[src/rtl/shs_pkg.sv]
// shs_pkg: shared types, constants and functions of the sha-256 stream hasher
// no dependencies
`timescale 1ns / 1ps
`default_nettype none
package shs_pkg;

   localparam int unsigned FifoDepth = 4;
   localparam int unsigned FifoAw    = 2;
   localparam int unsigned CountW    = 61;

   typedef struct packed {
      logic [7:0] data_byte;
      logic       byte_present;
      logic       message_end;
   } req_type;

   typedef struct packed {
      logic [31:0] digest_word;
      logic        digest_last;
   } rsp_type;

   typedef enum logic [2:0] {
      ST_IDLE,
      ST_ROUND,
      ST_FOLD,
      ST_PAD,
      ST_EMIT
   } eng_state_type;

   function automatic logic [31:0] init_h(input logic [2:0] i);
      logic [31:0] r;
      begin
         case (i)
            3'd0: r = 32'h6a09e667;
            3'd1: r = 32'hbb67ae85;
            3'd2: r = 32'h3c6ef372;
            3'd3: r = 32'ha54ff53a;
            3'd4: r = 32'h510e527f;
            3'd5: r = 32'h9b05688c;
            3'd6: r = 32'h1f83d9ab;
            default: r = 32'h5be0cd19;
         endcase
         return r;
      end
   endfunction

   function automatic logic [31:0] round_k(input logic [5:0] t);
      logic [31:0] r;
      begin
         case (t)
            6'd0: r = 32'h428a2f98;  6'd1: r = 32'h71374491;
            6'd2: r = 32'hb5c0fbcf;  6'd3: r = 32'he9b5dba5;
            6'd4: r = 32'h3956c25b;  6'd5: r = 32'h59f111f1;
            6'd6: r = 32'h923f82a4;  6'd7: r = 32'hab1c5ed5;
            6'd8: r = 32'hd807aa98;  6'd9: r = 32'h12835b01;
            6'd10: r = 32'h243185be; 6'd11: r = 32'h550c7dc3;
            6'd12: r = 32'h72be5d74; 6'd13: r = 32'h80deb1fe;
            6'd14: r = 32'h9bdc06a7; 6'd15: r = 32'hc19bf174;
            6'd16: r = 32'he49b69c1; 6'd17: r = 32'hefbe4786;
            6'd18: r = 32'h0fc19dc6; 6'd19: r = 32'h240ca1cc;
            6'd20: r = 32'h2de92c6f; 6'd21: r = 32'h4a7484aa;
            6'd22: r = 32'h5cb0a9dc; 6'd23: r = 32'h76f988da;
            6'd24: r = 32'h983e5152; 6'd25: r = 32'ha831c66d;
            6'd26: r = 32'hb00327c8; 6'd27: r = 32'hbf597fc7;
            6'd28: r = 32'hc6e00bf3; 6'd29: r = 32'hd5a79147;
            6'd30: r = 32'h06ca6351; 6'd31: r = 32'h14292967;
            6'd32: r = 32'h27b70a85; 6'd33: r = 32'h2e1b2138;
            6'd34: r = 32'h4d2c6dfc; 6'd35: r = 32'h53380d13;
            6'd36: r = 32'h650a7354; 6'd37: r = 32'h766a0abb;
            6'd38: r = 32'h81c2c92e; 6'd39: r = 32'h92722c85;
            6'd40: r = 32'ha2bfe8a1; 6'd41: r = 32'ha81a664b;
            6'd42: r = 32'hc24b8b70; 6'd43: r = 32'hc76c51a3;
            6'd44: r = 32'hd192e819; 6'd45: r = 32'hd6990624;
            6'd46: r = 32'hf40e3585; 6'd47: r = 32'h106aa070;
            6'd48: r = 32'h19a4c116; 6'd49: r = 32'h1e376c08;
            6'd50: r = 32'h2748774c; 6'd51: r = 32'h34b0bcb5;
            6'd52: r = 32'h391c0cb3; 6'd53: r = 32'h4ed8aa4a;
            6'd54: r = 32'h5b9cca4f; 6'd55: r = 32'h682e6ff3;
            6'd56: r = 32'h748f82ee; 6'd57: r = 32'h78a5636f;
            6'd58: r = 32'h84c87814; 6'd59: r = 32'h8cc70208;
            6'd60: r = 32'h90befffa; 6'd61: r = 32'ha4506ceb;
            6'd62: r = 32'hbef9a3f7; default: r = 32'hc67178f2;
         endcase
         return r;
      end
   endfunction

   function automatic logic [31:0] ror32(input logic [31:0] x, input int unsigned n);
      return (x >> n) | (x << (32 - n));
   endfunction

endpackage
`default_nettype wire

[src/rtl/shs_fifo.sv]
// shs_fifo: short request queue between the front end and the hashing engine
// depends on shs_pkg
`timescale 1ns / 1ps
`default_nettype none
module shs_fifo import shs_pkg::*; (
   input  wire logic    clock,
   input  wire logic    reset,
   input  wire logic    in_valid,
   output logic         in_ready,
   input  wire req_type in_data,
   output logic         out_valid,
   input  wire logic    out_ready,
   output req_type      out_data
);

   req_type              mem_ff [FifoDepth];
   logic [FifoAw-1:0]    wr_ff, wr_in, rd_ff, rd_in;
   logic [FifoAw:0]      cnt_ff, cnt_in;
   logic                 push, pop;

   // handshake
   assign in_ready  = (cnt_ff != (FifoAw+1)'(FifoDepth));
   assign out_valid = (cnt_ff != '0);
   assign out_data  = mem_ff[rd_ff];
   assign push      = in_valid && in_ready;
   assign pop       = out_valid && out_ready;

   // pointer update
   always_comb begin
      wr_in  = push ? wr_ff + 1'b1 : wr_ff;
      rd_in  = pop ? rd_ff + 1'b1 : rd_ff;
      cnt_in = cnt_ff + (FifoAw+1)'(push) - (FifoAw+1)'(pop);
   end

   always_ff @(posedge clock) begin
      if (reset) begin
         wr_ff  <= '0;
         rd_ff  <= '0;
         cnt_ff <= '0;
      end else begin
         wr_ff  <= wr_in;
         rd_ff  <= rd_in;
         cnt_ff <= cnt_in;
      end
   end

   // storage
   always_ff @(posedge clock) begin
      if (push) begin
         mem_ff[wr_ff] <= in_data;
      end
   end

endmodule
`default_nettype wire

[src/rtl/shs_engine.sv]
// shs_engine: byte packing, padding, 64-round compression and digest output
// depends on shs_pkg
`timescale 1ns / 1ps
`default_nettype none
module shs_engine import shs_pkg::*; (
   input  wire logic    clock,
   input  wire logic    reset,
   input  wire logic    in_valid,
   output logic         in_ready,
   input  wire req_type in_data,
   output logic         out_valid,
   input  wire logic    out_ready,
   output rsp_type      out_data
);

   eng_state_type      st_ff, st_in;
   logic [31:0]        h_ff [8];
   logic [31:0]        v_ff [8];
   logic [31:0]        w_ff [16];
   logic [CountW-1:0]  cnt_ff;
   logic [5:0]         rnd_ff;
   logic [2:0]         ow_ff;
   logic               pend_ff;   // padding still to do after this block
   logic               final_ff;  // this block is the last one
   logic [2:0]         pst_ff;    // pad phase: 0 none,1 pad1,2 zero block

   logic               take;
   logic [5:0]         pos;
   logic [31:0]        wt, w15, w2, s0, s1, wnew, t1, t2;
   logic [31:0]        a, e;
   logic [63:0]        bits;

   assign take     = in_valid && in_ready;
   assign pos      = cnt_ff[5:0];
   assign bits     = {cnt_ff, 3'b000};
   assign out_valid = (st_ff == ST_EMIT);
   assign out_data = '{digest_word: h_ff[ow_ff], digest_last: (ow_ff == 3'd7)};
   assign in_ready = (st_ff == ST_IDLE);

   // message schedule and round function
   always_comb begin
      w15  = w_ff[4'(rnd_ff - 6'd15)];
      w2   = w_ff[4'(rnd_ff - 6'd2)];
      s0   = ror32(w15, 7) ^ ror32(w15, 18) ^ (w15 >> 3);
      s1   = ror32(w2, 17) ^ ror32(w2, 19) ^ (w2 >> 10);
      wnew = w_ff[rnd_ff[3:0]] + s0 + w_ff[4'(rnd_ff - 6'd7)] + s1;
      wt   = (rnd_ff < 6'd16) ? w_ff[rnd_ff[3:0]] : wnew;
      a    = v_ff[0];
      e    = v_ff[4];
      t1   = v_ff[7] + (ror32(e, 6) ^ ror32(e, 11) ^ ror32(e, 25))
           + ((e & v_ff[5]) ^ (~e & v_ff[6])) + round_k(rnd_ff) + wt;
      t2   = (ror32(a, 2) ^ ror32(a, 13) ^ ror32(a, 22))
           + ((a & v_ff[1]) ^ (a & v_ff[2]) ^ (v_ff[1] & v_ff[2]));
   end

   // next state
   always_comb begin
      st_in = st_ff;
      case (st_ff)
         ST_IDLE: begin
            if (take) begin
               if (in_data.byte_present && pos == 6'd63) st_in = ST_ROUND;
               else if (in_data.message_end) st_in = ST_PAD;
            end
         end
         ST_ROUND: if (rnd_ff == 6'd63) st_in = ST_FOLD;
         ST_FOLD: begin
            if (final_ff) st_in = ST_EMIT;
            else if (pend_ff) st_in = ST_PAD;
            else st_in = ST_IDLE;
         end
         ST_PAD: st_in = ST_ROUND;
         ST_EMIT: if (out_ready && ow_ff == 3'd7) st_in = ST_IDLE;
         default: st_in = ST_IDLE;
      endcase
   end

   always_ff @(posedge clock) begin
      if (reset) st_ff <= ST_IDLE;
      else st_ff <= st_in;
   end

   // datapath registers
   always_ff @(posedge clock) begin
      if (reset) begin
         for (int i = 0; i < 8; i++) h_ff[i] <= init_h(3'(i));
         for (int i = 0; i < 8; i++) v_ff[i] <= '0;
         cnt_ff   <= '0;
         rnd_ff   <= '0;
         ow_ff    <= '0;
         pend_ff  <= 1'b0;
         final_ff <= 1'b0;
         pst_ff   <= '0;
      end else begin
         case (st_ff)
            ST_IDLE: begin
               if (take) begin
                  if (in_data.byte_present) begin
                     if (pos[1:0] == 2'd0)
                        w_ff[pos[5:2]] <= {in_data.data_byte, 24'h0};
                     else
                        w_ff[pos[5:2]] <= w_ff[pos[5:2]]
                           | ({24'h0, in_data.data_byte} << ((5'd3 - 5'(pos[1:0])) * 5'd8));
                     cnt_ff <= cnt_ff + 1'b1;
                  end
                  pend_ff  <= in_data.message_end;
                  final_ff <= 1'b0;
                  pst_ff   <= 3'd1;
                  for (int i = 0; i < 8; i++) v_ff[i] <= h_ff[i];
               end
            end
            ST_PAD: begin
               // pad byte at pos, zero fill, length if room
               for (int i = 0; i < 8; i++) v_ff[i] <= h_ff[i];
               if (pst_ff == 3'd1) begin
                  for (int j = 0; j < 16; j++) begin
                     if (4'(j) == pos[5:2]) begin
                        if (pos[1:0] == 2'd0)
                           w_ff[j] <= 32'h80000000;
                        else
                           w_ff[j] <= w_ff[j]
                              | (32'h80 << ((5'd3 - 5'(pos[1:0])) * 5'd8));
                     end else if (pos < 6'd56 && j == 14) begin
                        w_ff[j] <= bits[63:32];
                     end else if (pos < 6'd56 && j == 15) begin
                        w_ff[j] <= bits[31:0];
                     end else if (6'(4*j) > pos) begin
                        w_ff[j] <= '0;
                     end
                  end
                  if (pos < 6'd56) begin
                     pend_ff  <= 1'b0;
                     final_ff <= 1'b1;
                  end else begin
                     pend_ff <= 1'b1;
                     pst_ff  <= 3'd2;
                  end
               end else begin
                  for (int j = 0; j < 14; j++) w_ff[j] <= '0;
                  w_ff[14] <= bits[63:32];
                  w_ff[15] <= bits[31:0];
                  pend_ff  <= 1'b0;
                  final_ff <= 1'b1;
               end
            end
            ST_ROUND: begin
               if (rnd_ff >= 6'd16) w_ff[rnd_ff[3:0]] <= wnew;
               v_ff[7] <= v_ff[6];
               v_ff[6] <= v_ff[5];
               v_ff[5] <= v_ff[4];
               v_ff[4] <= v_ff[3] + t1;
               v_ff[3] <= v_ff[2];
               v_ff[2] <= v_ff[1];
               v_ff[1] <= v_ff[0];
               v_ff[0] <= t1 + t2;
               rnd_ff  <= rnd_ff + 1'b1;
            end
            ST_FOLD: begin
               for (int i = 0; i < 8; i++) h_ff[i] <= h_ff[i] + v_ff[i];
               ow_ff <= '0;
            end
            ST_EMIT: begin
               if (out_ready) begin
                  ow_ff <= ow_ff + 1'b1;
                  if (ow_ff == 3'd7) begin
                     for (int i = 0; i < 8; i++) h_ff[i] <= init_h(3'(i));
                     cnt_ff   <= '0;
                     final_ff <= 1'b0;
                  end
               end
            end
            default: ;
         endcase
      end
   end

endmodule
`default_nettype wire

[src/rtl/sha256_stream_hasher_unit.sv]
// sha256_stream_hasher_unit: top level of the sha-256 stream hasher
// depends on shs_pkg, shs_fifo, shs_engine
//
// usage: one message byte per req beat (req_valid/req_ready), with
// byte_present and message_end flags; an end beat without a byte ends
// the message as is, so an empty message works.
// a 4-entry queue takes beats while the engine is busy; each beat is
// registered in the queue before the engine sees it.
// the engine takes one beat per cycle when idle; a beat that fills the
// 64-byte block starts a compression (take, 64 rounds, fold).
// an end beat adds one compression, or two when the padding spills into
// a second block (pad set-up, 64 rounds, fold each), then the eight
// digest words go out on rsp, word 0 first, digest_last on the eighth;
// one word per cycle while rsp_ready is high.
// the single round unit sets the sustained rate: the engine takes no
// beats while it compresses a block.
// a stalled receiver holds the engine in the digest phase; the queue keeps
// accepting until full.
// reset (synchronous, active high) clears the queue, loads the initial
// hash values and zeroes the byte count.
`timescale 1ns / 1ps
`default_nettype none
module sha256_stream_hasher_unit import shs_pkg::*; (
   input  wire logic    clock,
   input  wire logic    reset,
   input  wire logic    req_valid,
   output logic         req_ready,
   input  wire req_type req_data,
   output logic         rsp_valid,
   input  wire logic    rsp_ready,
   output rsp_type      rsp_data
);

   logic    q_valid, q_ready;
   req_type q_data;

   // front queue
   shs_fifo u_fifo (
      .clock, .reset,
      .in_valid(req_valid), .in_ready(req_ready), .in_data(req_data),
      .out_valid(q_valid), .out_ready(q_ready), .out_data(q_data)
   );

   // hashing engine
   shs_engine u_eng (
      .clock, .reset,
      .in_valid(q_valid), .in_ready(q_ready), .in_data(q_data),
      .out_valid(rsp_valid), .out_ready(rsp_ready), .out_data(rsp_data)
   );

   // no digest word while the engine is taking a beat
   a_excl: assert property (@(posedge clock) disable iff (reset)
      !(rsp_valid && q_ready)) else $error("digest and intake overlap");

   // a last word finishes the digest
   a_last: assert property (@(posedge clock) disable iff (reset)
      rsp_valid && rsp_ready && rsp_data.digest_last |=> !rsp_valid)
      else $error("digest runs past last word");

endmodule
`default_nettype wire
[config.mk]
export PLATFORM = sky130hd
export DESIGN_NAME = sha256_stream_hasher_unit
export DESIGN_NICKNAME = d
export VERILOG_FILES = /design/src/rtl/shs_pkg.sv /design/src/rtl/shs_fifo.sv /design/src/rtl/shs_engine.sv /design/src/rtl/sha256_stream_hasher_unit.sv
export SDC_FILE = /design/constraint.sdc
export NUM_CORES = 2
export LEC_CHECK = 0
export ABC_CLOCK_PERIOD_IN_PS = 34600
export BUFFER_PORTS_ARGS = -buffer_cell sky130_fd_sc_hd__buf_2
export CAP_MARGIN = 20
export CORE_ASPECT_RATIO = 1.4
export CORE_MARGIN = 4
export CORE_UTILIZATION = 70
export DETAILED_ROUTE_END_ITERATION = 7
export PLACE_DENSITY = 0.9
export SLEW_MARGIN = 20
export SYNTH_ARGS = -nofsm -noshare
export SYNTH_HDL_FRONTEND = slang
export SYNTH_SLANG_ARGS = --single-unit
[constraint.sdc]
create_clock -name clock -period 34.6 [get_ports clock]
set_clock_uncertainty 0.05 [all_clocks]
set_input_delay 3.46 -clock clock [delete_from_list [all_inputs] [get_ports clock]]
set_output_delay 3.46 -clock clock [all_outputs]
set_load 0.01 [all_outputs]
# --- Yosys cells after proc, flatten, opt, wreduce, memory -nomap -nowiden ---
# Memory sizes are Yosys's and may differ from the RTL's. A register that Yosys moved wholly into a read port is not among the register bits.
# Cells that the tools add are included.
op_classes:
  add_sub_neg: 29
  n_shift: 2
  n_eq_ne: 34
  n_lt_le_gt_ge: 19
  bitwise_logic: 135
  reduce_logical: 20
  n_mux: 488
op_table:
  columns: ["operator", "count"]
  rows:
  - ["2-to-1 mux 32 bit", 134]
  - ["adder 32 bit", 18]
  - ["bitwise OR 32 bit", 17]
  - ["2-to-1 mux 1 bit", 321]
  - ["XOR 32 bit", 9]
  - ["2-to-1 mux 61 bit", 4]
  - ["AND 32 bit", 5]
  - ["one-hot mux 61 bit (2 select lines)", 1]
  - ["bitwise OR 1 bit", 91]
  - ["OR reduction 32 bit", 2]
  - ["adder 61 x 1 -> 61 bit, second input constant", 1]
  - ["greater-than comparator 6 bit, first input constant", 8]
  - ["2-to-1 mux 3 bit", 12]
  - ["equality test 4 bit, first input constant", 8]
  - ["inverter 32 bit", 1]
  - ["bitwise OR 10 x 32 -> 32 bit", 1]
  - ["bitwise OR 13 x 32 -> 32 bit", 1]
  - ["bitwise OR 14 x 32 -> 32 bit", 1]
  - ["bitwise OR 15 x 32 -> 32 bit", 1]
  - ["bitwise OR 19 x 32 -> 32 bit", 1]
  - ["bitwise OR 21 x 32 -> 32 bit", 1]
  - ["bitwise OR 25 x 32 -> 32 bit", 1]
  - ["bitwise OR 26 x 32 -> 32 bit", 1]
  - ["bitwise OR 30 x 32 -> 32 bit", 1]
  - ["48 further kinds", 86]
totals:
  reg_bits: 85
  memories: 5
  mem_bits_rw: 1064
  romBits: 2048
mem_list:
  columns: ["memory", "words", "width", "rd", "rd_clocked_by_memory_dff", "write_ports", "line", "rtl"]
  rows:
  - ["(no name shown)", 64, 32, 1, 1, 0, "shs_pkg.sv:50", "case (t)"]
  - ["u_eng.w_ff", 16, 32, 21, 2, 16, "shs_engine.sv:19", "logic [31:0] w_ff [16];"]
  - ["u_eng.h_ff", 8, 32, 9, 1, 8, "shs_engine.sv:17", "logic [31:0] h_ff [8];"]
  - ["u_eng.v_ff", 8, 32, 8, 0, 8, "shs_engine.sv:18", "logic [31:0] v_ff [8];"]
  - ["u_fifo.mem_ff", 4, 10, 1, 1, 1, "shs_fifo.sv:16", "req_type mem_ff [FifoDepth];"]

# --- Logic depth before layout (Yosys ltp) ---
depth:
  word_depth: 13
  ltp_mapped: 54
  mapped_depth_nobuf: 49

# --- By module ---
# Synthesis repeated with hierarchy kept, for this count alone.
unflattened:
  cells_unflattened: 8285
  area_unflattened_um2: 90952.2
modules_own_cells:
  columns: ["mod", "seq_area_each_um2", "area_per_inst_um2", "instances", "cells_per_inst"]
  rows:
  - ["shs_engine", 31550.3, 89019.1, 1, 8184]
  - ["shs_fifo", 1381.3, 1933.1, 1, 101]

# --- Worst setup path after synthesis ---
# Ideal clock, no wire load.
synth_path:
  path_kind: "register to register"
  from: "reg u_eng.rnd_ff[1]"
  to: "mem u_eng.v_ff[0][31] (data pin)"
  path_stages_with_launch: 52
  period_less_slack_ns: 12.985
  path_slack_ns: 21.615
  t_arrival_ns: 12.670
  path_buffers: 7
  t_required_ns: 34.286
  setup_ns: 0.264
  path_cell_list: "dfxtp_1 buf_2 buf_1 clkbuf_1 clkbuf_1 clkbuf_1 inv_1 ha_1 xor2_1 clkbuf_1 mux4_2 xor2_1 xnor2_1 fa_1 fa_1 inv_1 ha_1 fa_1 [... 16 more ...] o21a_1 a21o_1 a21oi_1 nor2b_1 nor2_1 xnor2_1 fa_1 ha_1 nor2b_1 a311oi_1 o41a_1 o21ai_0 or4_1 a31o_2 a21oi_1 xnor2_1 xnor2_1 o21ai_1"
synth_lines:
  columns: ["element", "line", "rtl"]
  rows:
  - ["start, declared", "shs_engine.sv:21", "logic [5:0] rnd_ff;"]
  - ["start signal, assigned", "shs_engine.sv:156", "rnd_ff <= rnd_ff + 1'b1;"]
  - ["end, declared", "shs_engine.sv:18", null]

==> results.ini <==
[run_status]
outcome=finished, violations left
failed_checks=design-rule violations

[route]
drt-initial-drc-count=13300
vias=77800
antenna_violating_nets_post_route=0
drt-wirelength-per-cell_um=35.1
wl_um=344000
drt_drc_violations_left=24
drt_pass1_iterations=8
vias_per_cell=7.94

[worst_setup_path]
worst_r2r_startpoint=u_eng.rnd_ff[1]
timing.reg2reg.setup_slack_ps=19860
cp-start-kind=flop
timing_worst_setup_path_type=reg -> reg
required_arrival_time_at_the_worst_endpoint_ps=35110
worstReg2RegEnd=u_eng.v_ff[0][31]
slowest_stage=sky130_fd_sc_hd__xor2_2
reg2reg_depth=45
worstPathArrival_ps=15250
crit_path_frequent_cell=sky130_fd_sc_hd__fa_1
endpoint_type_of_the_worst_setup_path=flop
critPathMaxStageDelay_ps=870
critPathMaxFanout=32

[global_routing]
top_usage_layer=met2
globalRoute.totalOverflow=0
grt_usage_pct=50.6
first_global_vias=77200
globalRouteMet2Util_pct=77.0
global_route.usage.met1_pct=53.3
number_of_antenna_violations_at_the_first_check_in_global_routing=11
maximum_number_of_pins_on_one_net_before_global_route_repair=177
grt_first_pass_wirelength_um=503000
global_route.usage.met3_pct=17.7

[yosys]
synth_top_family_by_area=multiplexers
synthAdderAreaFrac_pct=10.1
async_set_reset_flop_share_out_of_synthesis_pct=0
synth_compound_area_share_pct=15.0
synth-seq-area-share_pct=36.3
yosys_warnings=0
synth_simple_gate_area_share_pct=8.69
synth_mux_area_share_pct=19.6
synth_cell_types=91
synth_fp_nets=8819
synthesis.area_per_instance_um2=11.1
synth_xor_area_share_pct=6.06
syn_area_um2=90800
synth-edff-count=904
syn_inst=8203
dominantRegCellSynth=sky130_fd_sc_hd__edfxtp_1
synth.ff_latch_count=1193

[timing]
max_slew_margin_pct=11.7
sum_of_negative_setup_slack_ps=0
post-route-min-period_ps=14740
setup-violations-final=0
worst_slew_pin_slew_ps=1320
grt_setup_unrepaired=no
maxSlewViolCount=0
timing.final.hold_violations=0
fmax_mhz=67.9
final.period_utilization_pct=42.6

[clocking]
cts_tree=yes
cells_resized_by_post_cts_repair=0
cts_inserted_buffers=115
cts_hold_repair.buffers=0
ctsRootBufferMaster=sky130_fd_sc_hd__clkbuf_16
ctsHtreeMaxLevel=3
clock_sinks=1193
cts.repair_timing.setup_buffer_count=0
cts.reportedPaths.clkPinSlew_ps=80
clk-insertion-delay-late_ps=840
clockBufferDepth=3

[die]
die_area_um2=136000
die_w_um=312
die_height_um=434
initial_cell_density_of_the_core_pct=70.4
floorplan.core_area_um2=129000
rows=156
io-pin-count=49

[hold_path]
min_to=u_eng.h_ff[5][4]
hp-class=reg -> reg
hold-path-cell-count=2
worst_hold_startpoint=u_eng.h_ff[5][4]

[final_layout]
fin_nets=8560
area_added_between_synthesis_and_finish_pct=6.31
mostFrequentLayoutCells=904 x sky130_fd_sc_hd__edfxtp_1, 731 x sky130_fd_sc_hd__mux4_2, 623 x sky130_fd_sc_hd__nand2_1, 570 x sky130_fd_sc_hd__nor2_1, 570 x sky130_fd_sc_hd__a21oi_1
layout.cells.most_common=sky130_fd_sc_hd__edfxtp_1
final_layout_size_suffix_gt1_share_pct=15.8

[flow_run]
max_cap_violations=0

[placed_design]
globalplace.congestion=1.09
detailedPlacementHpwl_um=236000
number_of_i_o_port_buffers=48

[critical path, delay by kind of cell, from the launching register on]
family	cells	cell delay (ps)
simple gates	4	770
fa+ha+maj	10	3990
flops	1	780
xor+xnor	7	2610
compound gates	18	4250
buf+inv	5	1220
mux	1	680
[logic make-up after synthesis]
logic type | count (synthesis)
compound gates | 2155
xor+xnor | 624
fa+ha+maj | 621
buf+inv | 998
flops | 1193
mux | 841
simple gates | 1771
[synth_stat cells (28+ instances only)]
| master | instances | area, um2 |
|---|---|---|
| sky130_fd_sc_hd__edfxtp_1 | 904 | 27100 |
| sky130_fd_sc_hd__mux4_2 | 731 | 16500 |
| sky130_fd_sc_hd__nand2_1 | 626 | 2350 |
| sky130_fd_sc_hd__nor2_1 | 579 | 2170 |
| sky130_fd_sc_hd__a21oi_1 | 575 | 2880 |
| sky130_fd_sc_hd__o21ai_0 | 464 | 2320 |
| sky130_fd_sc_hd__clkbuf_1 | 463 | 1740 |
| sky130_fd_sc_hd__inv_1 | 412 | 1550 |
| sky130_fd_sc_hd__ha_1 | 406 | 5080 |
| sky130_fd_sc_hd__xnor2_1 | 354 | 3100 |
| sky130_fd_sc_hd__dfxtp_1 | 289 | 5790 |
| sky130_fd_sc_hd__xor2_1 | 267 | 2340 |
| sky130_fd_sc_hd__o22ai_1 | 237 | 1480 |
| sky130_fd_sc_hd__a21o_1 | 210 | 1580 |
| sky130_fd_sc_hd__fa_1 | 196 | 3920 |
| sky130_fd_sc_hd__a22o_1 | 162 | 1420 |
| sky130_fd_sc_hd__nand3_1 | 115 | 576 |
| sky130_fd_sc_hd__nor3_1 | 96 | 480 |
| sky130_fd_sc_hd__buf_1 | 95 | 357 |
| sky130_fd_sc_hd__nand2b_1 | 63 | 394 |
| sky130_fd_sc_hd__nor2b_1 | 63 | 394 |
| sky130_fd_sc_hd__o21bai_1 | 63 | 473 |
| sky130_fd_sc_hd__o21a_1 | 62 | 465 |
| sky130_fd_sc_hd__mux2i_1 | 61 | 611 |
| sky130_fd_sc_hd__o211ai_1 | 59 | 443 |
| sky130_fd_sc_hd__a31oi_1 | 56 | 350 |
| sky130_fd_sc_hd__a211oi_1 | 53 | 398 |
| sky130_fd_sc_hd__and3_1 | 51 | 319 |
| sky130_fd_sc_hd__or3_1 | 41 | 257 |
| sky130_fd_sc_hd__mux2_2 | 37 | 417 |
| sky130_fd_sc_hd__and2_1 | 32 | 200 |
| sky130_fd_sc_hd__nand4_1 | 29 | 181 |
| sky130_fd_sc_hd__o31ai_1 | 28 | 210 |
[sequential cells by signal (all words and copies together) (netlist names), 2 cells and up, named ones only]
register       flops
u_eng.rnd_ff       6
u_eng.h_ff       256
u_fifo.wr_ff       2
u_eng.pst_ff       2
u_eng.ow_ff        3
u_eng.cnt_ff      61
u_fifo.cnt_ff      3
u_fifo.mem_ff     40
u_eng.w_ff       512
u_eng.st_ff        3
u_eng.v_ff       256
u_fifo.rd_ff       2
[cell type report]
cell class	instances	area, um2
timing repair buffer	206	1500
clock inverter	73	756
tap	1738	2170
sequential	1193	33000
multi-input combinational	6012	54300
clock buffer	147	3160
inverter	416	1560
antenna	11	27.5
fill	8179	32500
[layer usage]
| metal | vias to the layer above | share of wire, % | routed length [um] |
|---|---|---|---|
| met5 | - | 0.037 | 126 |
| met4 | 10 | 14 | 48100 |
| met3 | 2726 | 15 | 49900 |
| met2 | 7819 | 44 | 151000 |
| met1 | 36600 | 28 | 95100 |
| li1 | 30600 | - | - |
[worst max-delay path by stage]
stage | start | end | slack, ps | depth (start not counted)
after global routing | u_eng.rnd_ff[1] | u_eng.v_ff[0][31] | 19400 | 45
after floorplan | u_eng.rnd_ff[1] | u_eng.v_ff[0][31] | 21620 | 51
after detailed placement | u_eng.rnd_ff[1] | u_eng.v_ff[0][31] | 20310 | 44
final | u_eng.rnd_ff[1] | u_eng.v_ff[0][31] | 19860 | 45
after CTS | u_eng.rnd_ff[1] | u_eng.v_ff[0][31] | 20250 | 45
after global placement | u_eng.rnd_ff[1] | u_eng.v_ff[0][31] | 20440 | 44
[stage by stage]
stage	instances	hold WS (ps)	setup slack, ps	cell area, um2	util (%)
after floorplan	8203	407	21620	90800	-
after global placement	9564	417	20440	92500	71.7
after detailed placement	9565	438	20310	92500	71.7
after CTS	9785	447	20250	96400	74.7
after global routing	9786	472	19400	96500	74.8
final	9796	449	19860	96500	74.8
Power is left out: the tool's default activity adds up to more than one toggle a clock period on the data nets, which glitch-free logic cannot reach.
